File: config.mk
export PLATFORM = sky130hd
export DESIGN_NAME = acr_front_flat
export DESIGN_NICKNAME = d
export VERILOG_FILES = /design/src/acr_pkg.sv /design/src/acr_byte_if.sv /design/src/acr_front.sv /design/src/flat_wrapper.sv
export SDC_FILE = /design/constraint.sdc
export NUM_CORES = 1
export LEC_CHECK = 0
export ABC_AREA = 1
export BUFFER_PORTS_ARGS = -buffer_cell sky130_fd_sc_hd__buf_4
export CORE_AREA = 2 2 56 79
export DETAILED_ROUTE_END_ITERATION = 6
export DIE_AREA = 0 0 58 81
export PLACE_DENSITY_LB_ADDON = 0.3
export SLEW_MARGIN = 30
export SYNTH_ARGS = -nofsm -noshare
export SYNTH_HDL_FRONTEND = slang
export SYNTH_SLANG_ARGS = --single-unit
File: constraint.sdc
create_clock -name clk -period 3.5 [get_ports clk]
set_input_delay 0.35 -clock clk [delete_from_list [all_inputs] [get_ports clk]]
set_output_delay 0.35 -clock clk [all_outputs]
set_load 0.05 [all_outputs]
File: src/acr_pkg.sv
// Shared types, codes and constants of the acknowledgement reply checker.
`timescale 1ns / 1ps

package acr_pkg;

	localparam int LINE_LIMIT_DEF  = 128;
	localparam int REPLY_BYTES_DEF = 16;
	localparam int QUEUE_DEPTH     = 4;
	localparam int MIN_REPLY       = 9;

	localparam logic [15:0] CRC_INIT = 16'hFFFF;
	localparam logic [15:0] CRC_POLY = 16'h1021;

	localparam logic [7:0] CHAR_NUL   = 8'h00;
	localparam logic [7:0] CHAR_LF    = 8'h0A;
	localparam logic [7:0] CHAR_CR    = 8'h0D;
	localparam logic [7:0] CHAR_COMMA = 8'h2C;

	typedef enum logic [1:0] {
		OUT_IGNORED = 2'd0,
		OUT_ACK     = 2'd1,
		OUT_NACK    = 2'd2
	} outcome_t;

	typedef enum logic [0:0] {
		REG_ACK  = 1'b0,
		REG_NACK = 1'b1
	} cfg_reg_t;

	// Line parser position: five prefix characters, then the field scan.
	typedef enum logic [2:0] {
		PS_P0     = 3'd0,
		PS_P1     = 3'd1,
		PS_P2     = 3'd2,
		PS_P3     = 3'd3,
		PS_P4     = 3'd4,
		PS_FIELDS = 3'd5,
		PS_DONE   = 3'd6,
		PS_DEAD   = 3'd7
	} ps_t;

	typedef struct packed {
		ps_t        ps;
		logic [1:0] fld;
		logic       tok;
		logic       held_v;
		logic [3:0] held_n;
	} fe_state_t;

	localparam fe_state_t FE_IDLE = '{
		ps: PS_P0, fld: 2'd0, tok: 1'b0, held_v: 1'b0, held_n: 4'h0
	};

	typedef struct packed {
		fe_state_t  st;
		logic       wr;
		logic [7:0] data;
	} parse_res_t;

	// What the front hands to the back: a decoded reply byte, a line end, or both.
	typedef struct packed {
		logic       wr;
		logic [7:0] data;
		logic       fin;
		logic       tok_ok;
	} acr_event_t;

endpackage

File: src/acr_byte_if.sv
// Byte input channel: valid/ready handshake carrying one received byte.
`timescale 1ns / 1ps

interface acr_byte_if;
	logic       valid;
	logic       ready;
	logic [7:0] rx_byte;

	modport source (output valid, output rx_byte, input ready);
	modport sink (input valid, input rx_byte, output ready);
endinterface

File: src/acr_front.sv
// Front end: line framing, prefix match, field scan and hex decoding.
`timescale 1ns / 1ps

module acr_front
	import acr_pkg::*;
#(
	parameter int LINE_LIMIT = LINE_LIMIT_DEF
) (
	input  logic       clk,
	input  logic       arst_n,
	acr_byte_if.sink   rx,
	input  logic       q_ready,
	output logic       ev_push,
	output acr_event_t ev
);

	localparam int LEN_W = $clog2(LINE_LIMIT);

	function automatic logic [7:0] prefix_char(ps_t p);
		logic [7:0] ch;
		unique case (p)
			PS_P0:   ch = 8'h2B; // '+'
			PS_P1:   ch = 8'h52; // 'R'
			PS_P2:   ch = 8'h43; // 'C'
			PS_P3:   ch = 8'h56; // 'V'
			PS_P4:   ch = 8'h3D; // '='
			default: ch = CHAR_NUL;
		endcase
		return ch;
	endfunction

	// Non-hex characters decode as zero.
	function automatic logic [3:0] nibble_of(logic [7:0] c);
		logic [7:0] t;
		t = 8'h00;
		priority if (c >= 8'h30 && c <= 8'h39) t = c - 8'h30;
		else if (c >= 8'h61 && c <= 8'h66) t = c - 8'h57;
		else if (c >= 8'h41 && c <= 8'h46) t = c - 8'h37;
		else t = 8'h00;
		return t[3:0];
	endfunction

	function automatic parse_res_t parse_char(fe_state_t s, logic [7:0] c);
		parse_res_t r;
		logic [1:0] fld_n;
		logic [3:0] v;
		r = '{st: s, wr: 1'b0, data: 8'h00};
		fld_n = s.fld;
		v = nibble_of(c);
		if (s.ps != PS_DONE && s.ps != PS_DEAD) begin
			priority if (c == CHAR_NUL) begin
				r.st.ps = (s.ps == PS_FIELDS && s.fld == 2'd3) ? PS_DONE : PS_DEAD;
			end else if (s.ps != PS_FIELDS) begin
				r.st.ps = (c == prefix_char(s.ps)) ? ps_t'(s.ps + 3'd1) : PS_DEAD;
			end else if (c == CHAR_COMMA) begin
				r.st.tok = 1'b0;
				if (s.fld == 2'd3) r.st.ps = PS_DONE;
			end else begin
				if (!s.tok) begin
					r.st.tok = 1'b1;
					fld_n = s.fld + 2'd1;
					r.st.fld = fld_n;
				end
				if (fld_n == 2'd3) begin
					if (!s.held_v) begin
						r.st.held_v = 1'b1;
						r.st.held_n = v;
					end else begin
						r.wr = 1'b1;
						r.data = {s.held_n, v};
						r.st.held_v = 1'b0;
						r.st.held_n = 4'h0;
					end
				end
			end
		end
		return r;
	endfunction

	fe_state_t      st_q, st_n;
	logic           pend_q, pend_n;
	logic [LEN_W-1:0] len_q, len_n;
	logic [LEN_W:0] len_inc;
	parse_res_t     r1, r2;
	logic           fin, accept, is_lf;

	assign rx.ready = q_ready;
	assign accept   = rx.valid && q_ready;
	assign is_lf    = (rx.rx_byte == CHAR_LF);
	assign len_inc  = {1'b0, len_q} + (LEN_W + 1)'(1);

	always_comb begin
		r1     = '{st: st_q, wr: 1'b0, data: 8'h00};
		fin    = 1'b0;
		pend_n = pend_q;
		// A held carriage return either merges into a newline or becomes text.
		if (pend_q) begin
			pend_n = 1'b0;
			if (is_lf) fin = 1'b1;
			else r1 = parse_char(st_q, CHAR_CR);
		end else if (is_lf) begin
			fin = 1'b1;
		end
		r2 = '{st: r1.st, wr: 1'b0, data: 8'h00};
		if (!fin) begin
			if (len_inc >= (LEN_W + 1)'(LINE_LIMIT - 1)) begin
				r2  = parse_char(r1.st, rx.rx_byte);
				fin = 1'b1;
			end else if (rx.rx_byte == CHAR_CR) begin
				pend_n = 1'b1;
			end else begin
				r2 = parse_char(r1.st, rx.rx_byte);
			end
		end

		// At most one of the two parse steps completes a byte.
		ev.wr     = r1.wr | r2.wr;
		ev.data   = r1.wr ? r1.data : r2.data;
		ev.fin    = fin;
		ev.tok_ok = (r2.st.ps == PS_DONE) || (r2.st.ps == PS_FIELDS && r2.st.fld == 2'd3);
		ev_push   = accept && (ev.wr || fin);

		if (fin) begin
			st_n   = FE_IDLE;
			pend_n = 1'b0;
			len_n  = '0;
		end else begin
			st_n  = r2.st;
			len_n = len_inc[LEN_W-1:0];
		end
	end

	always_ff @(posedge clk or negedge arst_n) begin
		if (!arst_n) begin
			st_q   <= FE_IDLE;
			pend_q <= 1'b0;
			len_q  <= '0;
		end else if (accept) begin
			st_q   <= st_n;
			pend_q <= pend_n;
			len_q  <= len_n;
		end
	end

	a_len_bound: assert property (@(posedge clk) disable iff (!arst_n)
		{1'b0, len_q} < (LEN_W + 1)'(LINE_LIMIT - 1))
		else $error("line length passed the limit");

endmodule

File: src/flat_wrapper.sv
// flat-port wrapper written by rule: the top's interface ports become plain ports
module acr_front_flat import acr_pkg::*;
#(
	parameter int LINE_LIMIT = LINE_LIMIT_DEF
)
  (clk, arst_n, q_ready, ev_push, ev, rx_valid, rx_rx_byte, rx_ready);
  acr_byte_if rx_i ();
  input  logic clk;
  input  logic arst_n;
  input  logic q_ready;
  output logic ev_push;
  output acr_event_t ev;
  input wire logic [$bits(rx_i.valid)-1:0] rx_valid;
  input wire logic [$bits(rx_i.rx_byte)-1:0] rx_rx_byte;
  output wire logic [$bits(rx_i.ready)-1:0] rx_ready;
  assign rx_i.valid = rx_valid;
  assign rx_i.rx_byte = rx_rx_byte;
  assign rx_ready = rx_i.ready;
  acr_front #(.LINE_LIMIT(LINE_LIMIT)) u_core (.clk(clk), .arst_n(arst_n), .rx(rx_i), .q_ready(q_ready), .ev_push(ev_push), .ev(ev));
endmodule
### Yosys cells after proc, flatten, opt, wreduce, memory -nomap -nowiden

Cells that the tools add are included.

| storage, ports and cells | value |
|---|---|
| logic and storage cells | 144 |
| output and inout bits | 13 |
| input bits | 12 |
| flip-flop bits (word level) | 19 |

| cells by class | value |
|---|---|
| add/subtract/negate cells | 8 |
| equality and inequality tests | 28 |
| reduce and logical (&&, ||, !) cells | 14 |
| muxes and demuxes | 79 |
| order comparisons | 7 |
| bitwise logic cells | 1 |

Operator list:

| kind | count |
|---|---|
| 20-bit two-way mux | 8 |
| 8-bit two-way mux | 13 |
| 17-bit two-way mux | 5 |
| 14-bit two-way mux | 5 |
| 7-bit case mux with 5 select lines | 2 |
| 3-bit two-way mux | 12 |
| 2-bit two-way mux | 16 |
| 8-bit by 7-bit greater-or-equal comparator with 1-bit output, second input constant | 3 |
| 9-bit two-way mux | 2 |
| 3-bit inequality test, second input constant | 6 |
| 8-bit by 4-bit equality test with 1-bit output, second input constant | 2 |
| 8-bit equality test | 2 |
| 8-bit by 7-bit <= comparator with 1-bit output, second input constant | 2 |
| 3-bit equality test, second input constant | 5 |
| 3-bit by 2-bit equality test with 1-bit output, second input constant | 4 |
| 4-bit two-way mux | 3 |
| 11-bit two-way mux | 1 |
| 2-bit equality test, second input constant | 5 |
| 5-bit two-way mux | 2 |
| 1-bit logical AND | 9 |
| 1-bit two-way mux | 9 |
| 7-bit by 1-bit adder with 8-bit output, second input constant | 1 |
| 4-bit by 8-bit equality test with 1-bit output, first input constant | 1 |
| 8-bit by 6-bit equality test with 1-bit output, second input constant | 1 |
| other kinds (12) | 18 |

### Logic depth before layout (Yosys ltp)

Gate-level depths: netlist of run 1.

| logic depth | value |
|---|---|
| depth in word-level cells | 33 |
| depth in mapped cells | 23 |
| gate-level depth less buffers | 23 |

### Worst setup path before layout of run 1

OpenSTA, ideal clock, no wires.

| path | value |
|---|---|
| path type | in2out |
| start | in rx_rx_byte[0] |
| end | out ev_push |
| data arrival time | 3.319 ns |
| slack | -0.169 ns |
| required time | 3.150 ns |
| buffers on the path | 0 |
| stages on the path | 16 |
| cell sequence | inv_1 ha_1 nand3_2 nor2_1 inv_2 o211ai_1 nand2_1 ha_1 ha_1 a21oi_4 nand3_2 nor2_4 nand2_1 o21ai_1 o21ai_1 inv_1 |

RTL lines:

| element | RTL line | RTL |
|---|---|---|
| from (decl) | flat_wrapper.sv:14 | `input wire logic [$bits(rx_i.rx_byte)-1:0] rx_rx_byte;` |
| to (decl) | flat_wrapper.sv:11 | `output logic ev_push;` |

==> results.cfg, run 1 <==
[cts]
clock_sinks = 19
tritoncts = done
cts_htree_levels = 1
cts.path.max_buffers = 2
root_buffer = clkbuf_8
cts_made_buffers = 3
clock_latency_ns = 0.26
clk_pin_slew_ns = 0.08

[routing]
routed_wirelength_um = 5290
drtIter0Drc = 110
post-route-drc-count = 0
detail-route-antenna-nets = 0
vias = 2198
dr.pass1.iters = 4
wl_per_cell_um = 13.1
post_drt_via_cell_ratio = 5.45

[critical_path]
critPathMaxFanout = 5
max_stage_delay_ns = 0.25
crit_required_ns = 3.15
crit_type = in2out
cp-start-kind = primary input
cp.arrival_ns = 2.93
crit_top_cell = nand3_1
cpLargestDelayFamily = simple AND/OR/NAND/NOR gates
end_kind = output pin
path_cells = buf_4 -> inv_1 -> ha_1 -> nand3_2 -> nor2_2 -> inv_2 -> o211ai_1 -> nand2_2 -> inv_2 -> ha_1 -> nand3_1 -> nand3_1 -> nand2_1 -> inv_2 -> nand3_1 -> nor2_2 -> nand3_1 -> nand2_1 -> nand3_1 -> nand2_1 -> inv_1 -> nor2_2 -> buf_4
worst_path_max_delay_cell = ha_1
path_buf_inv = 7

[outcome]
status = finished, final reports clean

[synth]
synth_edf_count = 0
yosys_most_used_dff = dfrtp_1
yosysTopAreaCellShare = 0.225
synth_area_leader_cell = dfrtp_1
synth_warnings = 0
seq_area_frac_synth = 0.225
synthesis.area_um2 = 2110
yosys-top-cells-count = nand2_1 (72), inv_1 (48), nand3_1 (34)
syn_area_per_cell_um2 = 6.49
ys_ff_latch = 19
synth_nets = 355
synthArstFlopShare = 1.00
synth.distinct_cells = 40
netlist_instances = 326
yosysMostFrequentCell = nand2_1
synthTopCellsByArea = dfrtp_1 (22%), nand2_1 (13%), ha_1 (10%), inv_1 (8.5%), nand3_1 (8.0%)

[finish]
regArea_um2 = 475
diodes = 0
multi_input_area_um2 = 1430
nFillCells = 418
design_area_um2 = 2460
fin_nets = 388
area_delta_synth_final_pct = 16.4
drive_above_1_share = 0.198

[sta]
layout_setup_ws_ns = 0.219
max_freq_mhz = 305
worst_pin_slew_ns = 0.561
finalCriticalPeriod_ns = 3.28
setup-violations-final = 0
report.final.slew_viol_count = 0
hold_slack_ns = 0.513
max_slew_margin = 0.622
post-route-period-util = 0.937
clock_skew_ns = 0.00446
finalHoldViolations = 0

[global_route]
grt_pass1_vias = 2095
grt_pass1_wl_um = 8910
antenna_found_initial = 0
grtUsageTotal = 0.241
grt_max_degree = 20
overflow = 0

[die]
start_util = 0.520
num_io_pins = 25
core_um2 = 4060
die-area_um2 = 4700
die_x_um = 58
rows = 28
die-height_um = 81

[place]
dp_hpwl_um = 4310
dpl_cell_area_um2 = 2370
dpl_worst_slack_ns = 0.123
globalplace.congestion = 0.928
io_buffers = 24

[pwr]
p_leak_nw = 1.31
ir_drop_v = 0.000369
power.density_nw_per_um2 = 487

[min_path]
hold_class = in2async

[job]
max_cap_viol_count = 0
## cells by family (layout without fill, tap and decap cells)
kind of cell,count (synthesis),after routing,share of synthesized area
xor+xnor,3,3,0.0124
fa+ha+maj,17,17,0.101
simple gates,172,172,0.393
buf+inv,59,91,0.110
compound gates,56,56,0.159
flops,19,19,0.225
## flip-flops by register name (all words and copies together), names as in the netlist
name,count
u_core.len_q,7
u_core.st_q,11
u_core.pend_q,1
## routing by layer
| metal | routed length, um | GRT usage | up-vias |
|---|---|---|---|
| li1 | - | - | 1135 |
| met1 | 2190 | 0.266 | 1020 |
| met2 | 2860 | 0.473 | 31 |
| met3 | 110 | 0.0175 | 12 |
| met4 | 129 | 0.0814 | 0 |
| met5 | 0 | 0 | - |
## where the power goes
group	internal [W]	switching, W	total [W]	leakage, nW
logic	0.000252	0.000450	0.000702	1.04
registers	0.000286	0.0000574	0.000343	0.243
clock network	0.0000791	0.0000749	0.000154	0.0255
total	0.000617	0.000582	0.00120	1.31
## cell usage in the layout, fill, tap and decap left out, types with 2 or more instances in the layout
| master | count |
|---|---|
| nor3_2 | 3 |
| o21ai_0 | 18 |
| inv_2 | 7 |
| nor2_2 | 4 |
| ha_1 | 17 |
| nand4_1 | 8 |
| o211ai_1 | 2 |
| nand3_2 | 4 |
| buf_4 | 31 |
| nor2_1 | 28 |
| nand3_1 | 34 |
| nand2_2 | 3 |
| inv_1 | 46 |
| nor2_4 | 5 |
| nand2_1 | 71 |
| nor3_1 | 5 |
| nand2_4 | 2 |
| dfrtp_1 | 19 |
| a21oi_1 | 10 |
| clkbuf_8 | 3 |
| xor2_1 | 2 |
| o22ai_1 | 4 |
| o21ai_1 | 12 |
## layout make-up
type | instances | area share
timing repair buffer | 32 | 0.0986
tap | 45 | 0.0229
clock inverter | 1 | 0.00203
sequential | 19 | 0.193
multi-input combinational | 248 | 0.582
inverter | 55 | 0.0849
clock buffer | 3 | 0.0168
## metrics by stage
| stage | utilization | power (W) | instances | TNS [ns] |
|---|---|---|---|---|
| 3_3_place_gp | 0.584 | 0.00102 | 396 | 0 |
| 2_1_floorplan | - | 0.000875 | 326 | 0 |
| 6_report | 0.606 | 0.00120 | 403 | 0 |
| 5_1_grt | 0.606 | 0.00132 | 403 | -0.00244 |
| 4_1_cts | 0.598 | 0.00119 | 401 | 0 |
| 3_5_place_dp | 0.584 | 0.00103 | 396 | 0 |
## worst paths after layout
path	cells past startpoint	slack (ns)	endpoint	start
setup reg to reg	17	1.03	u_core.st_q[1]	u_core.st_q[10]
max in group asynchronous	2	2.77	u_core.st_q[10]	arst_n
hold / removal	2	0.51	u_core.st_q[1]	arst_n
setup / recovery	23	0.22	ev[0]	rx_rx_byte[0]
hold reg to reg	2	0.55	u_core.st_q[1]	u_core.st_q[1]
min in group clk	4	0.53	u_core.st_q[3]	rx_valid
## what timing repair did
item	4_1_cts	5_1_grt
setup endpoints to repair	0	5
endpoints found under the hold margin	19	0
hold buffers	1	0
setup buffers	0	2
gates resized for setup	0	7
## worst reg2reg max path: stages, from the launching register on
cell	delay, ns
dfrtp_1	0.34
inv_2	0.09
nor3_2	0.19
inv_1	0.09
nor2_4	0.16
inv_4	0.07
o21ai_0	0.24
inv_1	0.07
ha_1	0.27
inv_1	0.03
nand2_1	0.08
o211ai_2	0.13
nor2_4	0.15
nand2_1	0.13
nand3_1	0.09
o21ai_1	0.08
nand2_1	0.06
o21ai_1	0.06
Note: power is estimated with default switching activity, not from simulation.
==> run 2: changes to the inputs <==
Settings changed: CORE_AREA 2 2 56 79 to 2 2 63 71, DIE_AREA 0 0 58 81 to 0 0 65 73.
==> run 2 against run 1 <==
  * Setup slack worse by 0.0034 ns
  * Utilization rose by 1.5 points
  * Critical path depth decreased by 3
  * Routed wire length increased by 3.7%
  * Sequential power barely moved
  * Largest cell class unchanged
==> results.cfg, run 2 (synthesis gave the netlist of run 1 again) <==
[place]
dpl_cell_area_um2 = 2380
io_buffers = 24
globalplace.congestion = 0.837
dp_cells = 404
dpl_worst_slack_ns = 0.0852
dp_hpwl_um = 4220

[global_route]
overflow = 0
grtUsageTotal = 0.237
grt_max_degree = 20
grt_pass1_vias = 2124
antenna_found_initial = 0
grt_pass1_wl_um = 9110

[finish]
regArea_um2 = 475
design_area_um2 = 2540
area_delta_synth_final_pct = 20.3
reg_top3 = u_core.st_q: 11 flops, u_core.len_q: 7 flops, u_core.pend_q: 1 flops
multi_input_area_um2 = 1480
layout_commonest_cell = nand2_1
drive_above_1_share = 0.214
largest_register_ffs = 11
nFillCells = 400
diodes = 0
largest_register = u_core.st_q
fin_nets = 390
final_cells = 414
final_cell_mix = nand2_1 (70), inv_1 (47), nand3_1 (34)

[critical_path]
critPathMaxFanout = 9
crit_required_ns = 3.15
path_cells = buf_4 -> inv_1 -> ha_1 -> nand3_2 -> o21ai_4 -> nor2_4 -> inv_4 -> nand2_1 -> o21ai_1 -> inv_1 -> ha_1 -> inv_1 -> nand2_1 -> o211ai_4 -> nor2_4 -> nand4_4 -> a21oi_2 -> nor2_1 -> nor2_1 -> buf_6
end_kind = output pin
reg2reg_to = u_core.st_q[4]
cp-start-kind = primary input
reg2reg_depth = 9
cp.arrival_ns = 2.93
r2r_start = u_core.st_q[6]
startpoint = rx_rx_byte[0]
worst_path_max_delay_cell = ha_1
crit_top_cell = inv_1
max_stage_delay_ns = 0.27
crit_type = in2out
r2r_slack_ns = 1.02

[die]
core_um2 = 4100
start_util = 0.516
num_io_pins = 25
rows = 25
die-height_um = 73
die-area_um2 = 4750
die_x_um = 65

[pwr]
p_total_w = 0.00126
p_leak_nw = 1.31
power.density_nw_per_um2 = 495
ir_drop_v = 0.000295

[sta]
grt_setup_unrepaired = true
layout_setup_ws_ns = 0.215
post-route-period-util = 0.938
report.final.slew_viol_count = 0
finalHoldViolations = 0
max_freq_mhz = 304
max_slew_margin = 0.641
worst_pin_slew_ns = 0.533
finalCriticalPeriod_ns = 3.28
clock_skew_ns = 0.00289
setup-violations-final = 0

[job]
max_cap_viol_count = 0

[cts]
clock_latency_ns = 0.25
root_buffer = clkbuf_8
tritoncts = done
clk_pin_slew_ns = 0.08
cts_made_buffers = 3
clock_sinks = 19
cts_htree_levels = 1
cts.path.max_buffers = 2

[routing]
vias = 2238
detail-route-antenna-nets = 0
drtIter0Drc = 112
wl_per_cell_um = 13.2
routed_wirelength_um = 5480
dr.pass1.iters = 4
post-route-drc-count = 0
post_drt_via_cell_ratio = 5.41

[min_path]
hold_class = in2async

[outcome]
status = finished, final reports clean
run 2: area by class of cell:
class	count	share of cell area
inverters	55	0.0821
clock inverters	1	0.00197
clock buffers	3	0.0162
repair buffers	34	0.106
well taps	54	0.0266
multi-input cells	248	0.580
flip-flops and latches	19	0.187
run 2: how the worst max path moves through the flow:
stage,cells after the start,slack [ns],to
after global routing,22,-0.08,ev[0]
after floorplan,14,0.05,ev[6]
final,20,0.22,ev[8]
after CTS,22,0.08,ev[0]
after global placement,22,0.16,ev[0]
after detailed placement,22,0.09,ev[0]
run 2: metrics by stage:
step	hold WS [ns]	TNS, ns	util
6_report	0.508	0	0.621
5_1_grt	0.534	-0.0764	0.621
4_1_cts	0.512	0	0.594
3_5_place_dp	0.248	0	0.580
3_3_place_gp	0.246	0	0.580
2_1_floorplan	0.0544	0	-
run 2: critical path, delay by kind of cell:
| family | cells | cell delay, ns |
|---|---|---|
| and+or+nand+nor | 8 | 0.96 |
| buffers and inverters | 6 | 0.60 |
| AOI/OAI and AO/OA | 4 | 0.55 |
| adders and majority gates | 2 | 0.45 |
run 2: where the power goes:
part | internal (W) | leakage [nW] | switching, W | total (W)
clock | 0.0000791 | 0.0255 | 0.0000756 | 0.000155
sequential | 0.000286 | 0.243 | 0.0000591 | 0.000345
combinational | 0.000277 | 1.05 | 0.000484 | 0.000761
total | 0.000642 | 1.31 | 0.000618 | 0.00126
run 2: per-layer routing:
layer	share of wire	vias to the layer above	GRT usage
met1	0.43	1046	0.293
met2	0.53	44	0.447
met3	0.029	4	0.00926
met4	0.0095	0	0.0662
met5	0	-	0
li1	-	1144	-
run 2: repair_timing:
| action | 4_1_cts | 5_1_grt |
|---|---|---|
| resized for setup | 0 | 20 |
| hold buffers | 1 | 0 |
| endpoints found under the hold margin | 19 | 0 |
| setup endpoints to repair | 0 | 6 |
| buffers inserted | 0 | 5 |
==> run 3: changes to the inputs <==
Settings changed: ABC_AREA 1 to not set, CORE_AREA 2 2 63 71 to 2 2 62 69, DIE_AREA 0 0 65 73 to 0 0 64 71.
==> run 3 against run 2 <==
  * The run now ends with setup timing left
  * Synthesized cell count fell by 23%
  * Clock skew rose by 0.0031 ns
  * Maximum frequency down 9.8%
  * Routed wire length is 6.3% higher
  * Register-to-register slack lost 0.58 ns
  * Flip-flop and latch count stayed put
  * Global-route usage increased by 4.2 points
  * Clock power hardly changed
  * Critical path type unchanged
  * Largest power group unchanged
==> results.cfg, run 3 <==
[outcome]
status = complete, but fails checks
violations = setup timing

[finish]
design_area_um2 = 2750
final_cells = 361
largest_register = u_core.st_q
fin_nets = 339
diodes = 0
drive_above_1_share = 0.353
final_cell_mix = buf_4 (58), nand2_1 (24), nor2_1 (20)
nFillCells = 324
reg_top3 = u_core.st_q: 11 flops, u_core.len_q: 7 flops, u_core.pend_q: 1 flops
area_delta_synth_final_pct = 34.9
largest_register_ffs = 11
layout_commonest_cell = buf_4

[synth]
synth_warnings = 0
synth_nets = 280
yosysMostFrequentCell = nand2_1
netlist_instances = 251
synth_edf_count = 0
yosysTopAreaCellShare = 0.233
seq_area_frac_synth = 0.233
syn_area_per_cell_um2 = 8.12
yosys_most_used_dff = dfrtp_1
synthArstFlopShare = 1.00
synth.distinct_cells = 59
synthesis.area_um2 = 2040
yosys-top-cells-count = nand2_1 (25), nor2_1 (23), dfrtp_1 (19)
ys_ff_latch = 19
synth_area_leader_cell = dfrtp_1
synthTopCellsByArea = dfrtp_1 (23%), ha_1 (10%), nand2_1 (4.6%), nor2_1 (4.2%), o21ai_0 (4.2%)

[critical_path]
crit_type = in2out
critPathMaxFanout = 4
crit_required_ns = 3.15
path_cells = buf_8 -> inv_4 -> ha_4 -> nor4b_4 -> a21oi_4 -> a21o_1 -> inv_2 -> buf_6 -> ha_4 -> nand2_2 -> a221o_1 -> nor4_2 -> o211ai_1 -> nor3b_2 -> a211oi_2 -> o211a_1 -> o21a_4 -> buf_8
max_stage_delay_ns = 0.33
path_buf_inv = 5
cpLargestDelayFamily = compound AO/OA/AOI/OAI gates
worst_path_max_delay_cell = nor3b_2
cp-start-kind = primary input
end_kind = output pin
cp.arrival_ns = 3.29

[die]
start_util = 0.526
die-area_um2 = 4540
rows = 24
core_um2 = 3870
die-height_um = 71
num_io_pins = 25
die_x_um = 64

[place]
dp_cells = 352
dpl_cell_area_um2 = 2540
dpl_worst_slack_ns = -0.322
dp_hpwl_um = 4320
io_buffers = 24
globalplace.congestion = 0.876

[cts]
cts_made_buffers = 3
clock_sinks = 19
clock_latency_ns = 0.26
cts_htree_levels = 1
tritoncts = done
root_buffer = clkbuf_8
cts.path.max_buffers = 2
clk_pin_slew_ns = 0.08

[job]
max_cap_viol_count = 0

[global_route]
overflow = 0
antenna_found_initial = 0
grt_pass1_vias = 2157
grt_max_degree = 20
grt_pass1_wl_um = 10100
grtUsageTotal = 0.279

[pwr]
power.switching_w = 0.000498
ir_drop_v = 0.000400
power_frac_seq = 0.314
p_leak_nw = 1.21
p_total_w = 0.00116
pwr-share-comb = 0.552
clkPwrFrac = 0.134
power.density_nw_per_um2 = 421
p_int_w = 0.000660
switching_share = 0.430

[routing]
wl_met3_um = 294
detail-route-antenna-nets = 0
dr.pass1.iters = 4
vias = 2165
wl_met1_um = 2360
drtIter0Drc = 116
route.met2.wl_um = 3010
highest_layer = met4
wl_per_cell_um = 16.1
post-route-drc-count = 0
routed_wirelength_um = 5830
post_drt_via_cell_ratio = 6.00

[sta]
fin_tns_setup_ns = -0.140
grt_setup_unrepaired = true
finalCriticalPeriod_ns = 3.64
max_slew_margin = 0.603
finalHoldViolations = 0
clock_skew_ns = 0.00604
max_freq_mhz = 275
setup-violations-final = 1
worst_pin_slew_ns = 0.593
post-route-period-util = 1.04
report.final.slew_viol_count = 0
layout_setup_ws_ns = -0.140

[min_path]
hold_class = in2async
[run 3: cell count changes after synthesis, moves of 11 or more]
cell / previous run / this run
inv_1: 48 / 12
nand2_1: 72 / 25
nand3_1: 34 / 12
o21ai_1: 13 / 2
[run 3: layout make-up]
cell class	instances	area (um^2)	share of cell area
clock buffer	3	41.3	0.0150
sequential	19	477	0.173
tap	52	65.1	0.0237
multi-input combinational	211	1610	0.587
timing repair buffer	63	498	0.181
inverter	12	47.5	0.0173
clock inverter	1	5.00	0.00182
[run 3: worst register-to-register path, delay by kind of cell, from the launching register on]
family	cells	cell delay (ns)
buf+inv	4	0.50
compound gates	7	1.30
simple gates	2	0.58
flops	1	0.40
fa+ha+maj	1	0.17
[run 3: power groups by stage]
stage	sequential, W	clock [W]	combinational (W)
after floorplan	0.000323	0	0.000417
after global placement	0.000360	0	0.000559
after detailed placement	0.000363	0	0.000572
after CTS	0.000358	0.000158	0.000624
after global routing	0.000377	0.000168	0.000704
final	0.000363	0.000155	0.000639
[run 3: timing repair]
action                                 4_1_cts  5_1_grt
setup buffers                                3        1
setup endpoints to repair                    3        7
hold buffers                                 1        0
endpoints found under the hold margin       19        0
pin swaps                                   14        4
gates resized for setup                     22        7
[run 3: final timing paths]
| check | endpoint | cells after the start | start | slack [ns] |
|---|---|---|---|---|
| worst max-delay path | ev[0] | 18 | rx_rx_byte[0] | -0.14 |
| worst min-delay path | u_core.st_q[6] | 2 | arst_n | 0.50 |
| worst max register to register | u_core.st_q[8] | 14 | u_core.pend_q | 0.44 |
| worst min register to register | u_core.st_q[1] | 1 | u_core.st_q[1] | 0.50 |
| max in group asynchronous | u_core.st_q[10] | 2 | arst_n | 2.77 |
| min in group clk | u_core.st_q[1] | 1 | u_core.st_q[1] | 0.50 |
[run 3: cell families after synthesis]
family / share of synthesized area
muxes: 0.0319
buffers and inverters: 0.0461
xor gates and xnor gates: 0.0258
DFF: 0.233
AOI/OAI and AO/OA: 0.283
and+or+nand+nor: 0.276
adders and majority gates: 0.104
[run 3: metrics by stage]
stage / utilization / hold WS [ns]
3_3_place_gp: 0.656 / 0.239
6_report: 0.709 / 0.500
5_1_grt: 0.709 / 0.505
2_1_floorplan: - / 0.0544
4_1_cts: 0.700 / 0.499
3_5_place_dp: 0.656 / 0.241
[run 3: metal layers]
metal,track usage,vias up
met5,0,-
met4,0.0845,0
met3,0.0318,19
met2,0.508,73
met1,0.341,1017
li1,-,1056
